==> src/rtl/core/lpxfc_pkg.sv <==
// shared constants and beat types for the length-prefixed xor frame checker
// no dependencies; used by every module in rtl/core
package lpxfc_pkg;

    localparam int unsigned MAX_FRAME_BYTES = 65536;
    localparam int unsigned POS_W           = $clog2(MAX_FRAME_BYTES + 1);
    localparam int unsigned HDR_BYTES       = 4;
    localparam int unsigned MIN_FRAME       = 5;

    localparam logic [2:0] STATUS_BUSY      = 3'd0;
    localparam logic [2:0] STATUS_OK        = 3'd1;
    localparam logic [2:0] STATUS_SHORT     = 3'd2;
    localparam logic [2:0] STATUS_MISMATCH  = 3'd3;
    localparam logic [2:0] STATUS_CSUM_FAIL = 3'd4;

    typedef struct packed {
        logic [7:0] rx_byte;
        logic       frame_end;
    } in_beat_t;

    typedef struct packed {
        logic [7:0]  payload_out;
        logic        payload_strobe;
        logic [2:0]  frame_status;
        logic [31:0] header_length;
    } out_beat_t;

endpackage

==> src/rtl/core/lpxfc_in_stage.sv <==
// input register stage: captures one received beat, frees when the core takes it
// depends on lpxfc_pkg
module lpxfc_in_stage
(
    input  logic                 clk,
    input  logic                 rst_n,
    input  logic                 in_valid,
    output logic                 in_ready,
    input  logic [7:0]           rx_byte,
    input  logic                 frame_end,
    output logic                 beat_valid,
    input  logic                 beat_take,
    output lpxfc_pkg::in_beat_t  beat
);

    logic                valid_reg;
    logic                valid_next;
    lpxfc_pkg::in_beat_t beat_reg;

    assign in_ready   = !valid_reg || beat_take;
    assign valid_next = (in_valid && in_ready) ? 1'b1 : (beat_take ? 1'b0 : valid_reg);
    assign beat_valid = valid_reg;
    assign beat       = beat_reg;

    always_ff @(posedge clk or negedge rst_n)
    begin
        if (!rst_n)
        begin
            valid_reg <= 1'b0;
        end
        else
        begin
            valid_reg <= valid_next;
        end
    end

    always_ff @(posedge clk)
    begin
        if (in_valid && in_ready)
        begin
            beat_reg.rx_byte   <= rx_byte;
            beat_reg.frame_end <= frame_end;
        end
    end

endmodule

==> src/rtl/core/lpxfc_frame_logic.sv <==
// frame state (position, header shift, running xor) and result register
// depends on lpxfc_pkg
module lpxfc_frame_logic
(
    input  logic                 clk,
    input  logic                 rst_n,
    input  logic                 beat_valid,
    output logic                 beat_take,
    input  lpxfc_pkg::in_beat_t  beat,
    output logic                 res_valid,
    input  logic                 res_ready,
    output lpxfc_pkg::out_beat_t res
);

    localparam int unsigned PW = lpxfc_pkg::POS_W;

    logic [PW-1:0]        pos_reg;
    logic [PW-1:0]        pos_next;
    logic [31:0]          len_reg;
    logic [31:0]          len_next;
    logic [7:0]           xor_reg;
    logic [7:0]           xor_next;
    logic                 res_valid_reg;
    logic                 res_valid_next;
    lpxfc_pkg::out_beat_t res_reg;
    lpxfc_pkg::out_beat_t res_next;

    logic        in_hdr;
    logic [31:0] hdr;
    logic [32:0] count;
    logic        strobe;
    logic        over;
    logic [2:0]  status;

    assign beat_take = beat_valid && (!res_valid_reg || res_ready);

    always_comb
    begin
        in_hdr = pos_reg < PW'(lpxfc_pkg::HDR_BYTES);
        hdr    = in_hdr ? {len_reg[23:0], beat.rx_byte} : len_reg;
        count  = 33'(pos_reg) + 33'd1;
        strobe = !beat.frame_end && !in_hdr && (count < {1'b0, hdr});
        over   = pos_reg >= PW'(lpxfc_pkg::MAX_FRAME_BYTES);

        status = lpxfc_pkg::STATUS_BUSY;
        if (beat.frame_end)
        begin
            if (!over && count < 33'(lpxfc_pkg::MIN_FRAME))
                status = lpxfc_pkg::STATUS_SHORT;
            else if (over || count != {1'b0, hdr})
                status = lpxfc_pkg::STATUS_MISMATCH;
            else if (beat.rx_byte != xor_reg)
                status = lpxfc_pkg::STATUS_CSUM_FAIL;
            else
                status = lpxfc_pkg::STATUS_OK;
        end

        // final byte clears all frame state
        if (beat.frame_end)
        begin
            pos_next = '0;
            len_next = '0;
            xor_next = '0;
        end
        else
        begin
            pos_next = over ? pos_reg : pos_reg + PW'(1);
            len_next = hdr;
            xor_next = strobe ? (xor_reg ^ beat.rx_byte) : xor_reg;
        end

        res_next.payload_out    = strobe ? beat.rx_byte : 8'd0;
        res_next.payload_strobe = strobe;
        res_next.frame_status   = status;
        res_next.header_length  = hdr;

        res_valid_next = beat_take ? 1'b1 : (res_ready ? 1'b0 : res_valid_reg);
    end

    always_ff @(posedge clk or negedge rst_n)
    begin
        if (!rst_n)
        begin
            pos_reg       <= '0;
            len_reg       <= '0;
            xor_reg       <= '0;
            res_valid_reg <= 1'b0;
        end
        else
        begin
            res_valid_reg <= res_valid_next;
            if (beat_take)
            begin
                pos_reg <= pos_next;
                len_reg <= len_next;
                xor_reg <= xor_next;
            end
        end
    end

    always_ff @(posedge clk)
    begin
        if (beat_take)
        begin
            res_reg <= res_next;
        end
    end

    assign res_valid = res_valid_reg;
    assign res       = res_reg;

endmodule

==> src/rtl/core/length_prefixed_xor_frame_checker_unit.sv <==
// an accepted input beat waits in the input register; its result beat is valid once it moves into the result register
// throughput: one beat per cycle while out_ready is high; set by the single input register and result register
// in_ready is high while the input register is empty or its beat moves into a free or
// draining result register
// reset (rst_n low, asynchronous) empties both registers and clears the frame state
// top level of the frame checker; depends on lpxfc_pkg, lpxfc_in_stage, lpxfc_frame_logic
module length_prefixed_xor_frame_checker_unit
(
    input  logic        clk,
    input  logic        rst_n,
    input  logic        in_valid,
    output logic        in_ready,
    input  logic [7:0]  rx_byte,
    input  logic        frame_end,
    output logic        out_valid,
    input  logic        out_ready,
    output logic [7:0]  payload_out,
    output logic        payload_strobe,
    output logic [2:0]  frame_status,
    output logic [31:0] header_length
);

    logic                 beat_valid;
    logic                 beat_take;
    lpxfc_pkg::in_beat_t  beat;
    lpxfc_pkg::out_beat_t res;

    lpxfc_in_stage u_in_stage
    (
        .clk        (clk),
        .rst_n      (rst_n),
        .in_valid   (in_valid),
        .in_ready   (in_ready),
        .rx_byte    (rx_byte),
        .frame_end  (frame_end),
        .beat_valid (beat_valid),
        .beat_take  (beat_take),
        .beat       (beat)
    );

    lpxfc_frame_logic u_frame_logic
    (
        .clk        (clk),
        .rst_n      (rst_n),
        .beat_valid (beat_valid),
        .beat_take  (beat_take),
        .beat       (beat),
        .res_valid  (out_valid),
        .res_ready  (out_ready),
        .res        (res)
    );

    assign payload_out    = res.payload_out;
    assign payload_strobe = res.payload_strobe;
    assign frame_status   = res.frame_status;
    assign header_length  = res.header_length;

endmodule

==> config.mk <==
export PLATFORM = sky130hd
export DESIGN_NAME = length_prefixed_xor_frame_checker_unit
export DESIGN_NICKNAME = d
export VERILOG_FILES = /design/src/rtl/core/lpxfc_pkg.sv /design/src/rtl/core/lpxfc_in_stage.sv /design/src/rtl/core/lpxfc_frame_logic.sv /design/src/rtl/core/length_prefixed_xor_frame_checker_unit.sv
export SDC_FILE = /design/constraint.sdc
export NUM_CORES = 1
export LEC_CHECK = 0
export BUFFER_PORTS_ARGS = -buffer_cell sky130_fd_sc_hd__buf_2
export CAP_MARGIN = 20
export CORE_MARGIN = 2
export CORE_UTILIZATION = 62
export CTS_BUF_LIST = sky130_fd_sc_hd__clkbuf_8
export CTS_CLUSTER_DIAMETER = 30
export CTS_CLUSTER_SIZE = 25
export DETAILED_ROUTE_END_ITERATION = 16
export PLACE_DENSITY_LB_ADDON = 0.12
export SYNTH_ARGS = -nofsm -noshare
export SYNTH_HDL_FRONTEND = slang
export SYNTH_HIERARCHICAL = 1
export SYNTH_SLANG_ARGS = --single-unit
==> constraint.sdc <==
create_clock -name clk -period 6.65 [get_ports clk]
set_input_delay 0.9975 -clock clk [delete_from_list [all_inputs] [get_ports clk]]
set_output_delay 0.9975 -clock clk [all_outputs]
set_load 0.03 [all_outputs]
==> implementation parameters, run 1 <==
Parameter                              Value

Outcome
  Status    finished, final reports clean

Pwr
  Total power density per cell area    294 nW/µm²
  Leakage power total    0.00282 µW
  Switch Pwr    589 µW
  Sequential fraction of design power    0.508
  Switching fraction of total power    0.329
  Peak supply drop    0.151 mV
  Power share of the clock group    0.258
  Cell internal power dissipation    1200 µW
  Combinational cell fraction of total power    0.234

CTS
  Number of instances resized during post-cts repair    0
  Total number of H-tree levels    3
  Post-CTS setup repair buffer count    0
  Root buffer cell    sky130_fd_sc_hd__clkbuf_8
  Clock Path Buffers    2
  CTS tree    done
  Number of buffers added by the clock tree synthesis step    9
  CTS Hold Bufs    0
  Clk Latency, worst-skew pair    0.37 ns
  Clock transition time at the flip-flop clock pins of the worst setup and hold paths    ~0.11 ns
  CTS sink count    around 110

Global routing
  Global-route wire length before repair    19600 µm
  GRT Residual Overflow    0
  Vias in the first global route    3879
  Maximum number of pins on one net before global-route repair    60
  GRT Overall Usage    0.258
  Initial antenna violation count    0

Final layout
  Flip-flop count of the largest register, all copies and words added    44
  Reg area    around 3100 µm²
  Area growth syn-to-layout    11.2%
  Util after Layout    0.703
  Layout Nets    590
  Number of antenna diodes    0
  Share of post-route cells with drive strength above 1    0.190
  Fillers    approximately 670
  Multi-input gate area    2190 µm²
  Summed area of non-filler cells in the final layout    6070 µm²

Routing
  Post-detailed-route via-to-cell ratio    6.08
  Detailed router's first-iteration violation count    a little over 400
  Wire per inst    17.8 µm
  Count of unresolved DRC violations after routing    0
  Vias post-DR    4088
  First-pass detailed-route iteration total    5
  Final routed wirelength across all metal layers    12000 µm
  Antenna-violating nets left    0

Floorplanning
  Floorplan row count    34
  Core Box Area    roughly 8600 µm²
  Die Outline Area    approximately 9600 µm²
  DIE WIDTH    97.9 µm
  I/O pin count    59
  Die outline height    97.9 µm
  Initial core utilization    0.633

Synth
  Number of distinct standard cells referenced by the synthesized netlist    49
  Most frequently used cell type in the post-synthesis netlist    sky130_fd_sc_hd__nand2_1
  Leading register cell type out of synthesis    sky130_fd_sc_hd__dfrtp_1
  EDFF count, synth    between 50 and 60
  Cell area after synthesis    5460 µm²
  Average footprint of a synthesized cell    10.8 µm²
  Cell accounting for the most synthesized area    sky130_fd_sc_hd__edfxtp_1
  Count of state elements after synthesis    about 110
  Most numerous cell types in the synthesized netlist    sky130_fd_sc_hd__nand2_1, sky130_fd_sc_hd__dfrtp_1, sky130_fd_sc_hd__o21ai_0, sky130_fd_sc_hd__edfxtp_1, sky130_fd_sc_hd__inv_1
  Synthesis warning total    6
  Sequential cell area fraction in the yosys report    0.562
  Top cells by area, synth    sky130_fd_sc_hd__edfxtp_1, sky130_fd_sc_hd__dfrtp_1, sky130_fd_sc_hd__o21ai_0
  Net Count, Synth    about 540
  Async S/R FF share, synth    0.527
  Proportion of netlist area held by the largest area contributor    0.291
  Cell count after synthesis    507

Worst setup path
  Setup crit end kind    flop
  Largest incremental delay on the critical path    0.84 ns
  Cell at the slowest stage of the critical path    sky130_fd_sc_hd__nor2_4
  Worst Path Buf+Inv    0
  Critical Path Start Type    flop
  Cell family with the largest share of critical-path delay    simple AND/OR/NAND/NOR gates
  WP data required    6.90 ns
  Arrival time reported for the critical path endpoint    around 5 ns
  Top fanout value on the critical path    35
  Cell Chain, Critical Path    nor4_1, nand2_1, nor2_4, mux2i_1, ha_1, nand4_1, nor2_1, and3_1, o21a_1, a311oi_2, a21oi_2, or2_1, o211ai_1
  Class of the most critical setup path    reg -> reg

Placement
  Detailed-placement wirelength estimate    just over 8000 µm
  RD Place Congestion    0.942
  Count of buffers inserted at the top-level ports    58
  Dpl cell area    5830 µm²

STA
  Crit share post-route    0.697
  Worst slew margin    0.270
  Setup violation total in the final timing report    0
  Least-Margin Pin Slew    ~1.1 ns
  Skew final    0.0169 ns
  Maximum clock frequency    0.216 GHz
  RSZ-0062 raised after global routing    no
  Summed negative setup slack over all endpoints    0 ns
  Final Max Slew Viols    0
  Hold slack    0.522 ns
  Count of endpoints failing hold in the final timing report    0
  Shortest clock period the worst path allows after layout    4.63 ns

Run
  Reported max-cap violation count    0

Hold path
  Class of the tightest hold or removal check    reg -> reg
final timing paths:
path / cells after the start / slack [ns] / from / endpoint
max: 13 / 2.02 / u_frame_logic/pos_reg[16] / u_frame_logic/xor_reg[5]
min in group asynchronous: 2 / 0.79 / rst_n / u_frame_logic/len_reg[10]
min: 2 / 0.52 / u_frame_logic/len_reg[30] / u_frame_logic/len_reg[30]
max reg2reg: 13 / 2.02 / u_frame_logic/pos_reg[16] / u_frame_logic/xor_reg[5]
max in group asynchronous: 2 / 5.37 / rst_n / u_frame_logic/len_reg[21]
min reg2reg: 2 / 0.52 / u_frame_logic/len_reg[30] / u_frame_logic/len_reg[30]
power by group through the flow:
stage,sequential (µW),clock (µW),combinational (µW)
2_1_floorplan,968,0,242
5_1_grt,919,497,459
3_5_place_dp,919,0,415
4_1_cts,905,472,417
3_3_place_gp,916,0,401
6_report,908,461,419
stage by stage:
step | instances | power [µW] | setup slack [ns]
final | 672 | 1790 | 2.02
after global routing | 672 | 1870 | 1.65
after CTS | 671 | 1790 | 2.08
after detailed placement | 655 | 1330 | 2.08
after global placement | 655 | 1320 | 2.29
after floorplan | 507 | 1210 | 3.06
area by class of cell:
cell class / count / area share
sequential: 112 / 0.505
clock inverter: 7 / 0.0187
multi-input combinational: 340 / 0.360
tap: 108 / 0.0222
inverter: 34 / 0.0210
timing repair buffer: 62 / 0.0527
clock buffer: 9 / 0.0204
placed cells by master, fill, tap and decap left out, drive strengths merged, types with 9 or more instances in the layout:
cell / instances
xnor2: 13
dfrtp: 59
nand2: 70
clkbuf: 9
buf: 62
mux2: 15
edfxtp: 53
o21ai: 58
nor2: 31
inv: 36
nor3: 12
mux2i: 16
nand3: 19
ha: 18
nor4: 9
cell families after synthesis:
family                   count (synthesis)  share of synthesized area
XOR/XNOR                                19                     0.0305
multiplexers                            31                     0.0602
AND/OR/NAND/NOR                        175                      0.152
adder cells (fa/ha/maj)                 18                     0.0412
flip-flops                             112                      0.562
AO/OA/AOI/OAI                           97                      0.115
buffers and inverters                   55                     0.0396
routing by layer:
metal  part of all wire  GRT usage  vias to the layer above
li1                   -          -                     1910
met1               0.42      0.357                     1975
met2               0.49      0.409                      178
met3              0.065     0.0501                       25
met4              0.024     0.0972                        0
met5                  0          0                        -
worst reg2reg max path: stages (launching register included):
cell and delay, ns:
sky130_fd_sc_hd__dfrtp_1 0.48, sky130_fd_sc_hd__nor4_1 0.30, sky130_fd_sc_hd__nand2_1 0.16, sky130_fd_sc_hd__nor2_4 0.84, sky130_fd_sc_hd__mux2i_1 0.33, sky130_fd_sc_hd__ha_1 0.39, sky130_fd_sc_hd__nand4_1 0.10, sky130_fd_sc_hd__nor2_1 0.16
sky130_fd_sc_hd__and3_1 0.25, sky130_fd_sc_hd__o21a_1 0.16, sky130_fd_sc_hd__a311oi_2 0.11, sky130_fd_sc_hd__a21oi_2 0.58, sky130_fd_sc_hd__or2_1 0.47, sky130_fd_sc_hd__o211ai_1 0.17
Power figures use the tool's default switching activity.
==> inputs of run 2 (changes only) <==
CORE_UTILIZATION = 55   (was 62)
clock period = 4 ns   (was 6.65 ns; I/O delays follow)
==> run 2 against run 1 <==
  * Clock skew up 0.0019 ns
  * Non-clock buffer count up 14
  * Flip-flop and latch count unchanged
  * Largest power group unchanged
  * Highest routed layer unchanged
==> implementation parameters, run 2 (synthesized netlist as in run 1, its figures left out) <==
Parameter                              Value

Outcome
  Status    finished, final reports clean

Worst setup path
  Arrival time reported for the critical path endpoint    4.04 ns
  Cells on worst reg2reg path    13
  Critical Path Start Type    flop
  WP data required    4.27 ns
  Top fanout value on the critical path    8
  Class of the most critical setup path    reg -> reg
  Setup crit end kind    flop

Final layout
  Most frequent standard cell in the layout excluding fill and tap cells    sky130_fd_sc_hd__nand2_1
  Top library cells by usage in the layout, fill and taps aside    sky130_fd_sc_hd__nand2_1, sky130_fd_sc_hd__dfrtp_1, sky130_fd_sc_hd__buf_2
  Flip-flop count of the largest register, all copies and words added    44
  Number of antenna diodes    0
  Util after Layout    0.634
  Area growth syn-to-layout    12.9%
  Layout Nets    604
  Filler-free cell count of the finished design    711
  Share of post-route cells with drive strength above 1    0.216

Routing
  Detailed router's first-iteration violation count    297
  Post-detailed-route via-to-cell ratio    5.71
  Wire per inst    16.8 µm
  Antenna-violating nets left    0
  Final routed wirelength across all metal layers    12000 µm
  Count of unresolved DRC violations after routing    0
  Vias post-DR    4059
  First-pass detailed-route iteration total    5

Pwr
  Leakage power total    0.00284 µW
  Peak supply drop    approximately 0.27 mV
  Total power density per cell area    between 400 and 500 nW/µm²

Hold path
  Class of the tightest hold or removal check    in -> async

CTS
  Clock transition time at the flip-flop clock pins of the worst setup and hold paths    0.11 ns
  Total number of H-tree levels    3
  CTS sink count    about 110
  Root buffer cell    sky130_fd_sc_hd__clkbuf_8
  Clock Path Buffers    2
  Clk Latency, worst-skew pair    0.37 ns
  Number of buffers added by the clock tree synthesis step    9
  CTS tree    done

Floorplanning
  DIE WIDTH    104 µm
  Die outline height    104 µm
  I/O pin count    59
  Floorplan row count    36
  Initial core utilization    0.561
  Die Outline Area    10700 µm²
  Core Box Area    a little under 10000 µm²

Placement
  Detailed-placement wirelength estimate    ~8500 µm
  Cell count after placement    689
  Count of buffers inserted at the top-level ports    58
  RD Place Congestion    0.903

Global routing
  GRT Overall Usage    0.226
  Maximum number of pins on one net before global-route repair    56
  Vias in the first global route    3845
  Global-route wire length before repair    19500 µm
  GRT Residual Overflow    0
  Initial antenna violation count    0

STA
  Maximum clock frequency    0.265 GHz
  Worst slew margin    0.537
  Setup violation total in the final timing report    0
  Final Max Slew Viols    0
  Shortest clock period the worst path allows after layout    3.77 ns
  Summed negative setup slack over all endpoints    0 ns
  Least-Margin Pin Slew    a little under 0.7 ns
  Skew final    0.0188 ns
  Count of endpoints failing hold in the final timing report    0
  Crit share post-route    0.942
  RSZ-0062 raised after global routing    no

Run
  Reported max-cap violation count    0
run 2: cell types whose count changed in the layout (fill, tap and decap cells not counted), moves of 2 or more:
cell	delta
sky130_fd_sc_hd__mux2i_1	-4
sky130_fd_sc_hd__bufinv_16	-2
sky130_fd_sc_hd__buf_4	+14
sky130_fd_sc_hd__mux2i_2	+4
sky130_fd_sc_hd__inv_6	+2
run 2: worst max-delay path: stages, from the launching register on:
cell and delay (ns):
sky130_fd_sc_hd__dfrtp_1 0.48, sky130_fd_sc_hd__nor4_1 0.33, sky130_fd_sc_hd__nand2_1 0.19, sky130_fd_sc_hd__nor2_4 0.24, sky130_fd_sc_hd__buf_4 0.15, sky130_fd_sc_hd__mux2i_1 0.38, sky130_fd_sc_hd__ha_1 0.33, sky130_fd_sc_hd__and4_1 0.18
sky130_fd_sc_hd__and3_1 0.22, sky130_fd_sc_hd__a211o_1 0.28, sky130_fd_sc_hd__a311oi_2 0.24, sky130_fd_sc_hd__a21oi_2 0.12, sky130_fd_sc_hd__or2_4 0.32, sky130_fd_sc_hd__o311ai_2 0.23
run 2: area by class of cell:
type                            instances  area [µm²]
Fill cell                             809        3560
Clock inverter                          7        55.1
Sequential cell                       112        3070
Multi-Input combinational cell        340        2200
Tap cell                              133         166
Inverter                               34         128
Timing Repair Buffer                   76         425
Clock buffer                            9         124
run 2: path summary, 6_finish.rpt:
kind                                           start                   endpoint  slack (ns)
max in group asynchronous                      rst_n  u_frame_logic/len_reg[31]        2.89
setup / recovery           u_frame_logic/pos_reg[16]   u_frame_logic/xor_reg[4]        0.23
setup reg to reg           u_frame_logic/pos_reg[16]   u_frame_logic/xor_reg[4]        0.23
min in group clk                          rx_byte[7]         u_in_stage/beat[8]        0.40
hold reg to reg            u_frame_logic/len_reg[31]  u_frame_logic/len_reg[31]        0.53
hold / removal                                 rst_n   u_frame_logic/pos_reg[5]        0.19
run 2: repair_timing:
action | CTS | global route
setup endpoints to repair | 0 | 8
hold buffers | 0 | 0
setup buffers | 0 | 5
resized for setup | 0 | 5
run 2: routing by layer:
layer	vias to the layer above	share of wire	wire length, µm	global-route usage
met3	15	0.040	485	0.0283
met4	0	0.011	137	0.0647
met5	-	0	0	0
met1	1978	0.45	5400	0.315
li1	1937	-	-	-
met2	129	0.50	5960	0.377
run 2: power by group:
group	internal, µW	total, µW	switching (µW)
combinational	270	725	455
clock	234	616	382
sequential	1380	1510	131
run 2: through the flow:
step                      hold slack (ns)  power [µW]  setup slack [ns]  area, µm²
after floorplan                     0.304        2010             0.411       5460
after global routing                0.216        3000            0.0601       6170
after global placement              0.483        2210             0.237       5930
after CTS                           0.201        2850            0.0371       6110
after detailed placement            0.504        2240            0.0294       5930
final                               0.193        2850             0.232       6170
==> inputs of run 3 (changes only) <==
--- a/config.mk
+++ b/config.mk
@@ -11,5 +11,4 @@
 export CORE_UTILIZATION = 55
 export CTS_BUF_LIST = sky130_fd_sc_hd__clkbuf_8
-export CTS_CLUSTER_DIAMETER = 30
 export CTS_CLUSTER_SIZE = 25
 export DETAILED_ROUTE_END_ITERATION = 16
==> constraint.sdc (replaced) <==
create_clock -name clk -period 4 [get_ports clk]
set_input_delay 0.6 -clock clk [delete_from_list [all_inputs] [get_ports clk]]
set_output_delay 0.6 -clock clk [all_outputs]
set_load 0.05 [all_outputs]
==> run 3 against run 2 <==
  * Critical path depth did not move
  * Via count rose by 0.74%
  * Clock skew is 0.0025 ns higher
  * Worst setup slack got worse by 0.049 ns
  * Sequential share of layout area shrank 0.071 points
  * Non-clock buffer count decreased by 1
  * Design area is 0.14% higher
  * Combinational power grew 12%
  * Highest routed layer unchanged
==> implementation parameters, run 3 (synthesized netlist as in run 1, its figures left out) <==
Parameter                              Value

CTS
  Clk Latency, worst-skew pair    0.38 ns
  Total number of H-tree levels    3
  CTS sink count    112
  Number of buffers added by the clock tree synthesis step    9
  Clock transition time at the flip-flop clock pins of the worst setup and hold paths    0.11 ns
  Clock Path Buffers    2
  Root buffer cell    sky130_fd_sc_hd__clkbuf_8
  CTS tree    done

Worst setup path
  Crit path depth    13
  Arrival time reported for the critical path endpoint    about 4 ns
  Cell at the slowest stage of the critical path    sky130_fd_sc_hd__dfrtp_1
  Cells on worst reg2reg path    13
  Worst Path Buf+Inv    1
  Class of the most critical setup path    reg -> reg
  Largest incremental delay on the critical path    0.48 ns
  Critical Path Start Type    flop
  Top fanout value on the critical path    8
  Cell Chain, Critical Path    nor4_1, nand2_1, nor2_4, buf_12, mux2i_1, ha_1, and4_1, and3_1, a211o_1, a311oi_2, a21oi_2, or2_1, o211ai_1
  Register-to-register path setup slack    0.18 ns
  Worst reg2reg path endpoint    u_frame_logic/xor_reg[6]
  Cell family with the largest share of critical-path delay    simple AND/OR/NAND/NOR gates
  Critical Path Start    u_frame_logic/pos_reg[16]
  Setup crit end kind    flop
  Start of the worst register-to-register path    u_frame_logic/pos_reg[16]
  Critical path capture point    u_frame_logic/xor_reg[6]
  WP data required    4.28 ns

STA
  Count of endpoints failing hold in the final timing report    0
  Crit share post-route    0.954
  RSZ-0062 raised after global routing    no
  Setup violation total in the final timing report    0
  Shortest clock period the worst path allows after layout    3.82 ns
  Maximum clock frequency    0.262 GHz
  Skew final    0.0213 ns
  Summed negative setup slack over all endpoints    0 ns
  Worst slew margin    0.543
  Least-Margin Pin Slew    0.683 ns
  Final Max Slew Viols    0

Routing
  Wire per inst    17.0 µm
  First-pass detailed-route iteration total    5
  Detailed router's first-iteration violation count    220
  Post-detailed-route via-to-cell ratio    ~5.8
  Final routed wirelength across all metal layers    12100 µm
  Vias post-DR    approximately 4.1k
  Antenna-violating nets left    0
  Count of unresolved DRC violations after routing    0

Pwr
  Leakage power total    0.00287 µW
  Peak supply drop    0.263 mV
  Total power density per cell area    478 nW/µm²

Floorplanning
  Die Outline Area    around 11000 µm²
  Initial core utilization    0.561
  Floorplan row count    36
  I/O pin count    59
  Core Box Area    9730 µm²
  DIE WIDTH    104 µm
  Die outline height    ~100 µm

Run
  Reported max-cap violation count    0

Placement
  Detailed-placement wirelength estimate    8600 µm
  Count of buffers inserted at the top-level ports    58
  Cell count after placement    689
  RD Place Congestion    just over 0.9

Global routing
  Vias in the first global route    4036
  Initial antenna violation count    0
  GRT Residual Overflow    0
  GRT Overall Usage    0.234
  Maximum number of pins on one net before global-route repair    between 50 and 60
  Global-route wire length before repair    between 20000 and 25000 µm

Final layout
  Flip-flop count of the largest register, all copies and words added    44
  Top library cells by usage in the layout, fill and taps aside    sky130_fd_sc_hd__nand2_1, sky130_fd_sc_hd__dfrtp_1, sky130_fd_sc_hd__buf_2
  Filler-free cell count of the finished design    between 700 and 800
  Most frequent standard cell in the layout excluding fill and tap cells    sky130_fd_sc_hd__nand2_1
  Share of post-route cells with drive strength above 1    0.208
  Layout Nets    approximately 600
  Fillers    between 800 and 900
  Number of antenna diodes    0
  Area growth syn-to-layout    13.1%

Outcome
  Status    finished, final reports clean

Hold path
  Class of the tightest hold or removal check    in -> async
-- run 3: cell count changes in the layout (fill, tap and decap cells not counted), sizes merged --
cell      change
clkinv        -2
clkinvlp      +2
buf           -1
-- run 3: routing by layer --
metal	wire [µm]	vias up	global-route usage
li1	-	1939	-
met1	5460	1970	0.331
met2	5730	153	0.376
met3	596	27	0.0283
met4	281	0	0.0878
met5	0	-	0
-- run 3: what timing repair did --
action / CTS / global route
setup buffers: 0 / 4
gates resized for setup: 0 / 2
hold buffers: 0 / 0
endpoints found under the setup margin: 0 / 8
-- run 3: worst reg2reg max path: cells and delay by family (launching register included) --
family | cells | cell delay, ns
simple gates | 6 | 1.58
buf+inv | 1 | 0.16
mux | 1 | 0.32
compound gates | 4 | 0.87
flops | 1 | 0.48
fa+ha+maj | 1 | 0.31
-- run 3: final cells by class --
| class | instances | area [µm²] | area share |
|---|---|---|---|
| sequential | 112 | 3070 | 0.497 |
| timing repair buffer | 75 | 443 | 0.0717 |
| tap | 133 | 166 | 0.0269 |
| clock buffer | 9 | 124 | 0.0200 |
| multi-input combinational | 340 | 2190 | 0.355 |
| clock inverter | 7 | 55.1 | 0.00891 |
| inverter | 34 | 128 | 0.0207 |
-- run 3: stage by stage --
stage          utilization  hold WS, ns  power, µW  instance area (µm²)  setup slack [ns]
2_1_floorplan            -        0.304       2100                 5460             0.411
3_3_place_gp         0.611        0.486       2300                 5940             0.301
3_5_place_dp         0.611        0.498       2330                 5940             0.200
4_1_cts              0.629        0.212       2950                 6120             0.175
5_1_grt              0.635        0.221       3100                 6180            0.0193
6_report             0.635        0.188       2950                 6180             0.183
-- run 3: worst min path at each step --
stage                              start                   endpoint  cells after the start
6_report                           rst_n   u_frame_logic/pos_reg[5]                      1
5_1_grt                            rst_n   u_frame_logic/pos_reg[5]                      1
4_1_cts                            rst_n   u_frame_logic/pos_reg[5]                      1
3_5_place_dp   u_frame_logic/len_reg[25]  u_frame_logic/len_reg[25]                      2
3_3_place_gp   u_frame_logic/len_reg[29]  u_frame_logic/len_reg[29]                      2
2_1_floorplan                      rst_n   u_frame_logic/len_reg[0]                      0
-- run 3: power breakdown --
group          switching, µW  total (µW)  internal, µW
logic                    544         814           270
registers                127        1510          1380
clock network            398         632           233
total                   1070        2950          1880
